--- config.mk ---
export PLATFORM = sky130hd
export DESIGN_NAME = double_ended_queue
export DESIGN_NICKNAME = d
export VERILOG_FILES = /design/src/rtl/dq_pkg.sv /design/src/rtl/dq_controller.sv /design/src/rtl/dq_datapath.sv /design/src/rtl/double_ended_queue.sv
export SDC_FILE = /design/constraint.sdc
export NUM_CORES = 1
export LEC_CHECK = 0
export BUFFER_PORTS_ARGS = -buffer_cell sky130_fd_sc_hd__buf_2
export CAP_MARGIN = 25
export CORE_ASPECT_RATIO = 0.9
export CORE_MARGIN = 10
export CORE_UTILIZATION = 56
export CTS_CLUSTER_DIAMETER = 100
export DETAILED_ROUTE_END_ITERATION = 7
export GPL_TIMING_DRIVEN = 1
export PLACE_DENSITY_LB_ADDON = 0.15
export SYNTH_ARGS = -nofsm -noshare
export SYNTH_HDL_FRONTEND = slang
export SYNTH_HIERARCHICAL = 1
export SYNTH_SLANG_ARGS = --single-unit
--- constraint.sdc ---
create_clock -name i_clk -period 4.1 [get_ports i_clk]
set_input_delay 0.82 -clock i_clk [delete_from_list [all_inputs] [get_ports i_clk]]
set_output_delay 0.82 -clock i_clk [all_outputs]
set_load 0.1 [all_outputs]
--- src/rtl/dq_pkg.sv ---
`timescale 1ns / 1ps
// ----------------------------------------------------------------------------
// dq_pkg
// Shared types and constants for the bounded double-ended queue: action and
// status codes, controller states and the controller/datapath interface.
// ----------------------------------------------------------------------------
package dq_pkg;

    // default number of words held
    localparam int DQ_DEPTH  = 16;
    localparam int DQ_WORD_W = 32;

    // requested action of one transaction
    typedef enum logic [1:0] {
        ACT_PUSH_REAR  = 2'd0,
        ACT_PUSH_FRONT = 2'd1,
        ACT_POP_FRONT  = 2'd2,
        ACT_POP_REAR   = 2'd3
    } t_action;

    // result status code
    typedef enum logic [1:0] {
        ST_OK    = 2'd0,
        ST_EMPTY = 2'd1,
        ST_FULL  = 2'd2
    } t_status;

    // controller states
    typedef enum logic {
        S_IDLE,
        S_LOAD
    } t_state;

    // commands from controller to datapath
    typedef struct packed {
        logic accept;
        logic load_out;
    } t_dq_cmd;

    // status from datapath to controller
    typedef struct packed {
        logic out_valid;
    } t_dq_sts;

endpackage

--- src/rtl/dq_controller.sv ---
`timescale 1ns / 1ps
// ----------------------------------------------------------------------------
// dq_controller
// Sequencer: takes one transaction, waits for the store read to settle and
// hands the result to the output register once that register is free.
// ----------------------------------------------------------------------------
module dq_controller import dq_pkg::*; (
    input  logic    i_clk,
    input  logic    i_rst_n,
    input  logic    i_valid,
    input  logic    i_stall,
    input  t_dq_sts i_sts,
    output logic    o_stall,
    output t_dq_cmd o_cmd
);

    t_state r_state;
    t_state n_state;

    // state register
    always_ff @(posedge i_clk) begin
        if (!i_rst_n) begin
            r_state <= S_IDLE;
        end else begin
            r_state <= n_state;
        end
    end

    // next state and commands
    always_comb begin
        n_state        = r_state;
        o_stall        = 1'b1;
        o_cmd.accept   = 1'b0;
        o_cmd.load_out = 1'b0;
        unique case (r_state)
            S_IDLE: begin
                o_stall      = 1'b0;
                o_cmd.accept = i_valid;
                if (i_valid) begin
                    n_state = S_LOAD;
                end
            end
            S_LOAD: begin
                // output slot free, or being emptied this cycle
                if (!i_sts.out_valid || !i_stall) begin
                    o_cmd.load_out = 1'b1;
                    n_state        = S_IDLE;
                end
            end
            default: begin
                n_state = S_IDLE;
            end
        endcase
    end

endmodule

--- src/rtl/dq_datapath.sv ---
`timescale 1ns / 1ps
// ----------------------------------------------------------------------------
// dq_datapath
// Circular word store with head index and occupancy count, address wrap
// logic, pending result registers and the output register.
// ----------------------------------------------------------------------------
module dq_datapath import dq_pkg::*; #(
    parameter int DEPTH = DQ_DEPTH
) (
    input  logic                        i_clk,
    input  logic                        i_rst_n,
    input  t_dq_cmd                     i_cmd,
    output t_dq_sts                     o_sts,
    input  logic [1:0]                  i_action,
    input  logic signed [DQ_WORD_W-1:0] i_push_value,
    input  logic                        i_stall,
    output logic                        o_valid,
    output logic signed [DQ_WORD_W-1:0] o_popped_value,
    output logic [1:0]                  o_status,
    output logic                        o_now_empty
);

    localparam int IW = (DEPTH > 1) ? $clog2(DEPTH) : 1;
    localparam int CW = $clog2(DEPTH + 1);
    localparam int SW = IW + 1;

    // word store
    logic signed [DQ_WORD_W-1:0] r_mem [DEPTH];
    logic signed [DQ_WORD_W-1:0] r_rd_data;

    // queue state
    logic [IW-1:0] r_head;
    logic [IW-1:0] n_head;
    logic [CW-1:0] r_occ;
    logic [CW-1:0] n_occ;

    // pending result of the accepted transaction
    t_status r_res_status;
    t_status n_status;
    logic    r_res_pop_ok;
    logic    n_pop_ok;
    logic    r_res_empty;

    // output register
    logic                        r_out_valid;
    logic signed [DQ_WORD_W-1:0] r_out_value;
    t_status                     r_out_status;
    logic                        r_out_empty;

    // address arithmetic
    logic          w_full;
    logic          w_empty;
    logic [SW-1:0] w_sum;
    logic [SW-1:0] w_last;
    logic [IW-1:0] w_rear_wr;
    logic [IW-1:0] w_rear_rd;
    logic [IW-1:0] w_head_dec;
    logic [IW-1:0] w_head_inc;
    logic          w_we;
    logic [IW-1:0] w_waddr;
    logic          w_re;
    logic [IW-1:0] w_raddr;

    assign w_full  = (r_occ == CW'(DEPTH));
    assign w_empty = (r_occ == '0);

    // slot after the rear word and the rear word itself, wrapped once
    assign w_sum     = {1'b0, r_head} + SW'(r_occ);
    assign w_last    = w_sum - SW'(1);
    assign w_rear_wr = (w_sum >= SW'(DEPTH)) ? IW'(w_sum - SW'(DEPTH)) : IW'(w_sum);
    assign w_rear_rd = (w_last >= SW'(DEPTH)) ? IW'(w_last - SW'(DEPTH)) : IW'(w_last);

    // head moves by one in either direction
    assign w_head_dec = (r_head == '0) ? IW'(DEPTH - 1) : r_head - IW'(1);
    assign w_head_inc = (r_head == IW'(DEPTH - 1)) ? '0 : r_head + IW'(1);

    // action decode
    always_comb begin
        n_head   = r_head;
        n_occ    = r_occ;
        n_status = ST_OK;
        n_pop_ok = 1'b0;
        w_we     = 1'b0;
        w_waddr  = w_rear_wr;
        w_re     = 1'b0;
        w_raddr  = r_head;
        unique case (t_action'(i_action))
            ACT_PUSH_REAR: begin
                if (w_full) begin
                    n_status = ST_FULL;
                end else begin
                    w_we    = 1'b1;
                    w_waddr = w_rear_wr;
                    n_occ   = r_occ + CW'(1);
                end
            end
            ACT_PUSH_FRONT: begin
                if (w_full) begin
                    n_status = ST_FULL;
                end else begin
                    w_we    = 1'b1;
                    w_waddr = w_head_dec;
                    n_head  = w_head_dec;
                    n_occ   = r_occ + CW'(1);
                end
            end
            ACT_POP_FRONT: begin
                if (w_empty) begin
                    n_status = ST_EMPTY;
                end else begin
                    w_re     = 1'b1;
                    w_raddr  = r_head;
                    n_pop_ok = 1'b1;
                    n_head   = w_head_inc;
                    n_occ    = r_occ - CW'(1);
                end
            end
            ACT_POP_REAR: begin
                if (w_empty) begin
                    n_status = ST_EMPTY;
                end else begin
                    w_re     = 1'b1;
                    w_raddr  = w_rear_rd;
                    n_pop_ok = 1'b1;
                    n_occ    = r_occ - CW'(1);
                end
            end
            default: begin
                n_status = ST_OK;
            end
        endcase
    end

    // store write and registered read
    always_ff @(posedge i_clk) begin
        if (i_cmd.accept && w_we) begin
            r_mem[w_waddr] <= i_push_value;
        end
        if (i_cmd.accept && w_re) begin
            r_rd_data <= r_mem[w_raddr];
        end
    end

    // head and occupancy
    always_ff @(posedge i_clk) begin
        if (!i_rst_n) begin
            r_head <= '0;
            r_occ  <= '0;
        end else if (i_cmd.accept) begin
            r_head <= n_head;
            r_occ  <= n_occ;
        end
    end

    // pending result fields
    always_ff @(posedge i_clk) begin
        if (i_cmd.accept) begin
            r_res_status <= n_status;
            r_res_pop_ok <= n_pop_ok;
            r_res_empty  <= (n_occ == '0);
        end
    end

    // output register valid
    always_ff @(posedge i_clk) begin
        if (!i_rst_n) begin
            r_out_valid <= 1'b0;
        end else if (i_cmd.load_out) begin
            r_out_valid <= 1'b1;
        end else if (!i_stall) begin
            r_out_valid <= 1'b0;
        end
    end

    // output register payload
    always_ff @(posedge i_clk) begin
        if (i_cmd.load_out) begin
            if (r_res_pop_ok) begin
                r_out_value <= r_rd_data;
            end else if (r_res_status == ST_EMPTY) begin
                r_out_value <= '1;
            end else begin
                r_out_value <= '0;
            end
            r_out_status <= r_res_status;
            r_out_empty  <= r_res_empty;
        end
    end

    assign o_sts.out_valid = r_out_valid;
    assign o_valid         = r_out_valid;
    assign o_popped_value  = r_out_value;
    assign o_status        = r_out_status;
    assign o_now_empty     = r_out_empty;

endmodule

--- src/rtl/double_ended_queue.sv ---
`timescale 1ns / 1ps
// ----------------------------------------------------------------------------
// double_ended_queue
// Bounded double-ended queue of signed 32-bit words, DEPTH words deep.
//
// Input channel: i_valid / o_stall carry one transaction: i_action (push
// rear, push front, pop front, pop rear) and i_push_value. Output channel:
// o_valid / i_stall carry one result per transaction: o_popped_value (the
// word removed, all ones for a pop on empty, zero for a push), o_status
// (ok, pop on empty, push refused because full) and o_now_empty.
// The result is held in the pending result registers and the registered read
// of the word store, then loaded into the output register, where o_valid rises.
// A new transaction is taken only after that load, with o_stall high until then.
// Reset (synchronous, active low) empties the queue and clears o_valid; the
// store contents are not cleared and need no clearing pass.
// While the receiver stalls, the result holds in the output register; one
// further transaction is taken and its result waits until the slot frees,
// with o_stall high in the meantime.
// ----------------------------------------------------------------------------
module double_ended_queue import dq_pkg::*; #(
    parameter int DEPTH = DQ_DEPTH
) (
    input  logic                        i_clk,
    input  logic                        i_rst_n,
    input  logic                        i_valid,
    output logic                        o_stall,
    input  logic [1:0]                  i_action,
    input  logic signed [DQ_WORD_W-1:0] i_push_value,
    output logic                        o_valid,
    input  logic                        i_stall,
    output logic signed [DQ_WORD_W-1:0] o_popped_value,
    output logic [1:0]                  o_status,
    output logic                        o_now_empty
);

    t_dq_cmd w_cmd;
    t_dq_sts w_sts;

    // sequencer
    dq_controller u_ctrl (
        .i_clk   (i_clk),
        .i_rst_n (i_rst_n),
        .i_valid (i_valid),
        .i_stall (i_stall),
        .i_sts   (w_sts),
        .o_stall (o_stall),
        .o_cmd   (w_cmd)
    );

    // store, pointers and output register
    dq_datapath #(
        .DEPTH (DEPTH)
    ) u_dp (
        .i_clk          (i_clk),
        .i_rst_n        (i_rst_n),
        .i_cmd          (w_cmd),
        .o_sts          (w_sts),
        .i_action       (i_action),
        .i_push_value   (i_push_value),
        .i_stall        (i_stall),
        .o_valid        (o_valid),
        .o_popped_value (o_popped_value),
        .o_status       (o_status),
        .o_now_empty    (o_now_empty)
    );

endmodule

==> results of run 1 <==
[worst max-delay path: stages, from the launching register on]
cell and delay [ps]:
dfxtp_1 420, ha_1 290, fa_1 550, inv_1 60
ha_1 270, xnor2_2 230, buf_4 270, and3_1 220
o31ai_1 550, a2bb2o_1 240, nand4_1 100
[power breakdown]
group	switching [mW]	internal (mW)
Clock	2.26	2.83
Combinational	1.82	0.799
Sequential	0.0673	6.88
[flip-flops by register name (all words and copies together) (netlist names)]
name	flops
u_dp/o_now_empty	1
u_ctrl/r_state	1
u_dp/r_occ	5
u_dp/o_popped_value	32
u_dp/r_mem	512
u_dp/r_res_status	2
u_dp/o_status	2
u_dp/r_rd_data	32
u_dp/r_res_empty	1
u_dp/r_head	4
u_dp/o_sts	1
u_dp/r_res_pop_ok	1
[layer usage]
metal | GRT usage [%] | wire length (µm)
met4 | 8.93 | 1980
met3 | 4.81 | 6320
met2 | 39.7 | 34100
met5 | 0 | 32
met1 | 33.6 | 29400
[layout make-up]
cell class	count	area share, %
Sequential cell	594	59.3
Multi-Input combinational cell	1196	28.3
Clock buffer	67	4.97
Timing Repair Buffer	138	3.60
Tap cell	616	2.58
Clock inverter	41	1.02
Inverter	11	0.147
Antenna cell	2	0.0168
[worst max-delay path by stage]
stage | endpoint | slack, ps | cells past startpoint
2_1_floorplan | u_dp/r_mem[2][0]$_DFFE_PP_ | 430 | 6
3_3_place_gp | u_dp/r_rd_data[12]$_DFFE_PP_ | 760 | 9
3_5_place_dp | u_dp/r_rd_data[16]$_DFFE_PP_ | 660 | 9
4_1_cts | u_dp/r_rd_data[11]$_DFFE_PP_ | 670 | 9
5_1_grt | u_dp/r_rd_data[16]$_DFFE_PP_ | 470 | 9
6_report | u_dp/r_rd_data[21]$_DFFE_PP_ | 630 | 10
[through the flow]
stage / area (µm²) / hold slack (ps) / std cells
after CTS: 29900 / 420 / 2663
after detailed placement: 28100 / 406 / 2555
final: 29900 / 418 / 2665
after global placement: 28100 / 401 / 2554
after floorplan: 26800 / 400 / 1967
after global routing: 29900 / 424 / 2665
[Yosys cell counts, drive strengths merged, types with 7 or more instances]
| cell type | number | area share (%) |
|---|---|---|
| nand3 | 7 | 0.13 |
| buf | 30 | 1.2 |
| edfxtp | 583 | 65 |
| mux2i | 9 | 0.34 |
| o21ai | 75 | 1.4 |
| inv | 9 | 0.13 |
| mux4 | 64 | 5.4 |
| a21oi | 143 | 2.7 |
| dfxtp | 11 | 0.82 |
| ha | 8 | 0.37 |
| nand4 | 34 | 0.79 |
| clkbuf | 136 | 1.9 |
| o31ai | 128 | 3.6 |
| nor2 | 36 | 0.52 |
| a2bb2o | 64 | 2.4 |
| nand2 | 276 | 3.9 |
| and3 | 260 | 6.1 |
| a21o | 34 | 0.98 |
[cells by family after synthesis]
logic type,synth area share [%]
xor+xnor,0.495
flops,66.2
simple gates,12.2
mux,5.89
buf+inv,3.22
fa+ha+maj,0.448
compound gates,11.6
==> flow_summary.ini, run 1 <==
[placed_design]
place_congestion = 0.790
post-dp-hpwl_mm = 38.4
port_buffers = 74
pre_cts_ws_ps = 662

[synth]
syn_nets = 2014
yosys.cell_types.count = 58
avgSynthCellArea_um2 = 13.6
synth_ff_type = edfxtp_1
async_reset_ff_share_pct = 0
netlist_area_um2 = 26800
syn_inst = 1967
synth_edf_count = 583
synth_seq_area_share_pct = 66.2
ys_ff_latch = 594
yosysWarnings = 6

[cts]
cts_root_buf = clkbuf_16
path_clk_slew_ps = 60
h-tree-depth = 2
cts_resized = 0
cts_max_path_buffers = 3
cts_tree = yes
worstSkewPairLatency_ps = 620
hold_buffers = 0
cts.sinks = 594
cts_setup_buffers = 0
cts_made_buffers = 58

[global_route]
grt_pass1_wl_mm = 108
grt_usage_pct = 24.9
antenna_found_initial = 4
gr-total-overflow = 0
grt_pass1_vias = 17400
grt_max_degree = 280

[sta]
setup-violations-final = 0
fin_skew_ps = 19.4
setup_ws_ps = 632
timing.fmax_mhz = 288
worst_pin_slew_ps = 1400
fin_crit_sh_pct = 84.6
slew_headroom_pct = 6.92
rsz0062_at_grt = no
setup_tns_ps = 0
slew_viol_final = 0
min_period_ps = 3470
hold_violations = 0

[power_and_ir_drop]
p_total_mw = 14.7
power_leakage_nw = 11.1
power_density_nw_per_um2 = 491
ir_worst_vdd_v = 0.000331

[min_path]
min_path_type = reg2reg
min_from = u_dp/r_res_empty$_DFFE_PP_
hold_depth = 0
worstHoldEndpoint = u_dp/o_now_empty$_DFFE_PP_

[setup_path]
startpoint_type = flop
critPathKind = reg2reg
worstPathRequired_ps = 4450
r2r_end = u_dp/r_rd_data[21]$_DFFE_PP_
r2r_cells = 10
end_kind = flop
crit_path_start = u_dp/r_head[0]$_SDFFE_PN0P_
reg2reg_from = u_dp/r_head[0]$_SDFFE_PN0P_
cp_max_fo = 29
r2r_setup_slack_ps = 630
crit_arrival_ps = 3810

[cells_and_area]
multi_input_area_um2 = 8460
fin_util_pct = 63.7
regArea_um2 = 17700
syn_to_final_growth_pct = 11.5
layout-drive-gt1-share_pct = 15.8
nets = 2046
layout_commonest_cell = edfxtp_1
nFillCells = 3417
final_cell_mix = 583 x edfxtp_1, 275 x nand2_1, 259 x and3_1

[route]
drc = 0
routed_via_density = 6.64
drt_first_pass_iters = 5
first_iter_violations = 1928
wl_per_cell_um = 27.0
wirelength_mm = 71.8
antenna_left = 0
vias = 17700

[die]
start_util_pct = 57.1
dieArea_um2 = 57000
die_w_um = 251
num_rows = 75
die_y_um = 227
io_pins = 75
core_area_um2 = 46900

[outcome]
status = complete, no violations

[flow_run]
maxCapViolations = 0
Note: power is estimated with default switching activity, not from simulation.
==> run 2: changes to the inputs <==
Clock period 4.1 ns to 3 ns, I/O delays scaled along.
==> run 2 against run 1 <==
  * Core utilization is 4.4 points higher
  * Sequential share of layout area is 3.8 points lower
  * Die area stayed put
  * Critical path depth is 1 higher
  * Final cell count is 4.4% higher
  * Clock skew is 0.72 ps lower
  * Register-to-register slack worse by 630 ps
  * First-iteration DRC count is 30% higher
  * Clock-buffer cell count is 7 higher
  * Global-route usage is 1.0 points higher
  * Critical path type unchanged
  * Critical endpoint is now u_dp/r_rd_data[30]$_DFFE_PP_
==> flow_summary.ini, run 2 (synthesized netlist as in run 1, its figures left out) <==
[cells_and_area]
regMostFlops = u_dp/r_mem
layout-drive-gt1-share_pct = 22.9
largest_reg_flops = 512
final_cell_mix = 583 x edfxtp_1, 274 x nand2_1, 259 x and3_1
layout_commonest_cell = edfxtp_1
nFillCells = 3181
syn_to_final_growth_pct = 19.3
nets = 2161
postLayoutCellArea_um2 = 32000
final_cells = 2781

[placed_design]
place_congestion = 0.843
post-dp-hpwl_mm = 41.9
port_buffers = 74
dp_cells = 2629
place_area_um2 = 29100

[sta]
worst_pin_slew_ps = 721
slew_viol_final = 0
slew_headroom_pct = 51.9
fin_skew_ps = 18.7
rsz0062_at_grt = yes
setup-violations-final = 0
fin_crit_sh_pct = 99.8
hold_violations = 0
min_period_ps = 2990
timing.fmax_mhz = 334

[setup_path]
cp_max_fo = 8
r2r_setup_slack_ps = 5
crit_path_top_delay_cell = fa_2
startpoint_type = flop
critPathKind = reg2reg
reg2reg_from = u_dp/r_occ[0]$_SDFFE_PN0P_
path_cells = ha_4 > fa_2 > inv_2 > ha_4 > xnor2_4 > o21ai_4 > buf_12 > buf_12 > mux4_2 > o21ai_0 > nand4_1
r2r_cells = 11
critPathMaxStageDelay_ps = 610
end_kind = flop
worstPathRequired_ps = 3350
crit_arrival_ps = 3350
r2r_end = u_dp/r_rd_data[30]$_DFFE_PP_

[cts]
hold_buffers = 0
cts_max_path_buffers = 3
path_clk_slew_ps = 60
worstSkewPairLatency_ps = 630
cts_root_buf = clkbuf_16
cts.sinks = 594
cts_made_buffers = 59
cts_tree = yes
h-tree-depth = 2

[route]
vias = 18600
routed_via_density = 6.68
wl_per_cell_um = 27.5
drt_first_pass_iters = 6
wirelength_mm = 76.5
first_iter_violations = 2509
antenna_left = 0
drc = 0

[power_and_ir_drop]
p_sw_mw = 5.99
p_clk_share_pct = 35.1
internal_power_mw = 15.5
p_total_mw = 21.5
pwr-share-comb_pct = 20.9
power_leakage_nw = 12.0
p_seq_share_pct = 44.1
power_density_nw_per_um2 = 672
ir_worst_vdd_v = 0.000525
switching_share_pct = 27.9

[die]
die_w_um = 251
core_area_um2 = 46900
dieArea_um2 = 57000
die_y_um = 227
start_util_pct = 57.1
num_rows = 75
io_pins = 75

[min_path]
min_from = i_rst_n
hold_depth = 2
min_path_type = in2reg
worstHoldEndpoint = u_ctrl/r_state$_SDFF_PN0_

[flow_run]
maxCapViolations = 0

[outcome]
status = complete, no violations

[global_route]
grt_usage_pct = 25.9
grt_max_degree = 129
grt_pass1_wl_mm = 112
grt_pass1_vias = 17700
gr-total-overflow = 0
antenna_found_initial = 2
[run 2: cell count changes in the layout (fill, tap and decap cells not counted), sizes merged, moves of 4 or more]
cell | previous run | this run
buf | 138 | 242
clkbuf | 67 | 80
clkinv | 34 | 28
bufbuf | 0 | 4
bufinv | 4 | 8
clkinvlp | 4 | 0
[run 2: metal layers]
| metal | vias up | track usage, % | part of all wire (%) |
|---|---|---|---|
| met5 | - | 0 | 0.041 |
| met4 | 4 | 10.3 | 3.4 |
| met3 | 203 | 4.15 | 9.6 |
| met2 | 1114 | 41.3 | 47 |
| met1 | 9286 | 35.2 | 39 |
| li1 | 7966 | - | - |
[run 2: layout make-up]
type	count	area (µm²)	share of cell area (%)
Antenna cell	1	2.50	0.00783
Clock buffer	74	1580	4.93
Clock inverter	37	390	1.22
Inverter	11	43.8	0.137
Multi-Input combinational cell	1196	8720	27.3
Sequential cell	594	17700	55.5
Tap cell	616	771	2.41
Timing Repair Buffer	252	2720	8.51
[run 2: through the flow]
step                worst slack, ps  utilization [%]  hold WS [ps]  TNS (ps)
CTS                           -13.6             67.0           199     -13.6
global route                  -54.5             68.1           240      -624
detailed placement             -187             62.0           415     -2190
global placement               -169             62.0           410     -1360
finish                         5.21             68.1           219         0
floorplan                      -150                -           400    -69520
[run 2: worst max-delay path by stage]
stage                                            from  slack (ps)                            to
after floorplan             u_ctrl/r_state$_SDFF_PN0_        -150   u_dp/r_mem[14][0]$_DFFE_PP_
after global placement    u_dp/r_head[0]$_SDFFE_PN0P_        -170   u_dp/r_rd_data[7]$_DFFE_PP_
after detailed placement  u_dp/r_head[0]$_SDFFE_PN0P_        -190   u_dp/r_rd_data[7]$_DFFE_PP_
after CTS                  u_dp/r_occ[0]$_SDFFE_PN0P_         -10  u_dp/r_rd_data[30]$_DFFE_PP_
after global routing       u_dp/r_occ[0]$_SDFFE_PN0P_         -50  u_dp/r_rd_data[13]$_DFFE_PP_
final                      u_dp/r_occ[0]$_SDFFE_PN0P_           5  u_dp/r_rd_data[30]$_DFFE_PP_
[run 2: worst max-delay path: cells and delay by family (launching register included)]
| family | cells | cell delay [ps] |
|---|---|---|
| buffers and inverters | 3 | 400 |
| xor gates and xnor gates | 1 | 180 |
| DFF | 1 | 340 |
| and+or+nand+nor | 1 | 120 |
| muxes | 1 | 310 |
| AOI/OAI and AO/OA | 2 | 400 |
| adders and majority gates | 3 | 960 |
[run 2: power groups by stage]
stage                     Clock [mW]  Combinational [mW]  Sequential, mW
after floorplan                    0                2.18            9.83
after global placement             0                3.89            9.63
after detailed placement           0                3.94            9.64
after CTS                       7.60                4.15            9.47
after global routing            7.97                4.73            9.48
final                           7.53                4.48            9.47
[run 2: timing repair]
item                       CTS  global route
setup endpoints to repair   32           293
pin swaps                    7             8
gates resized for setup     18            75
setup buffers               14            17
cloned                       4             6
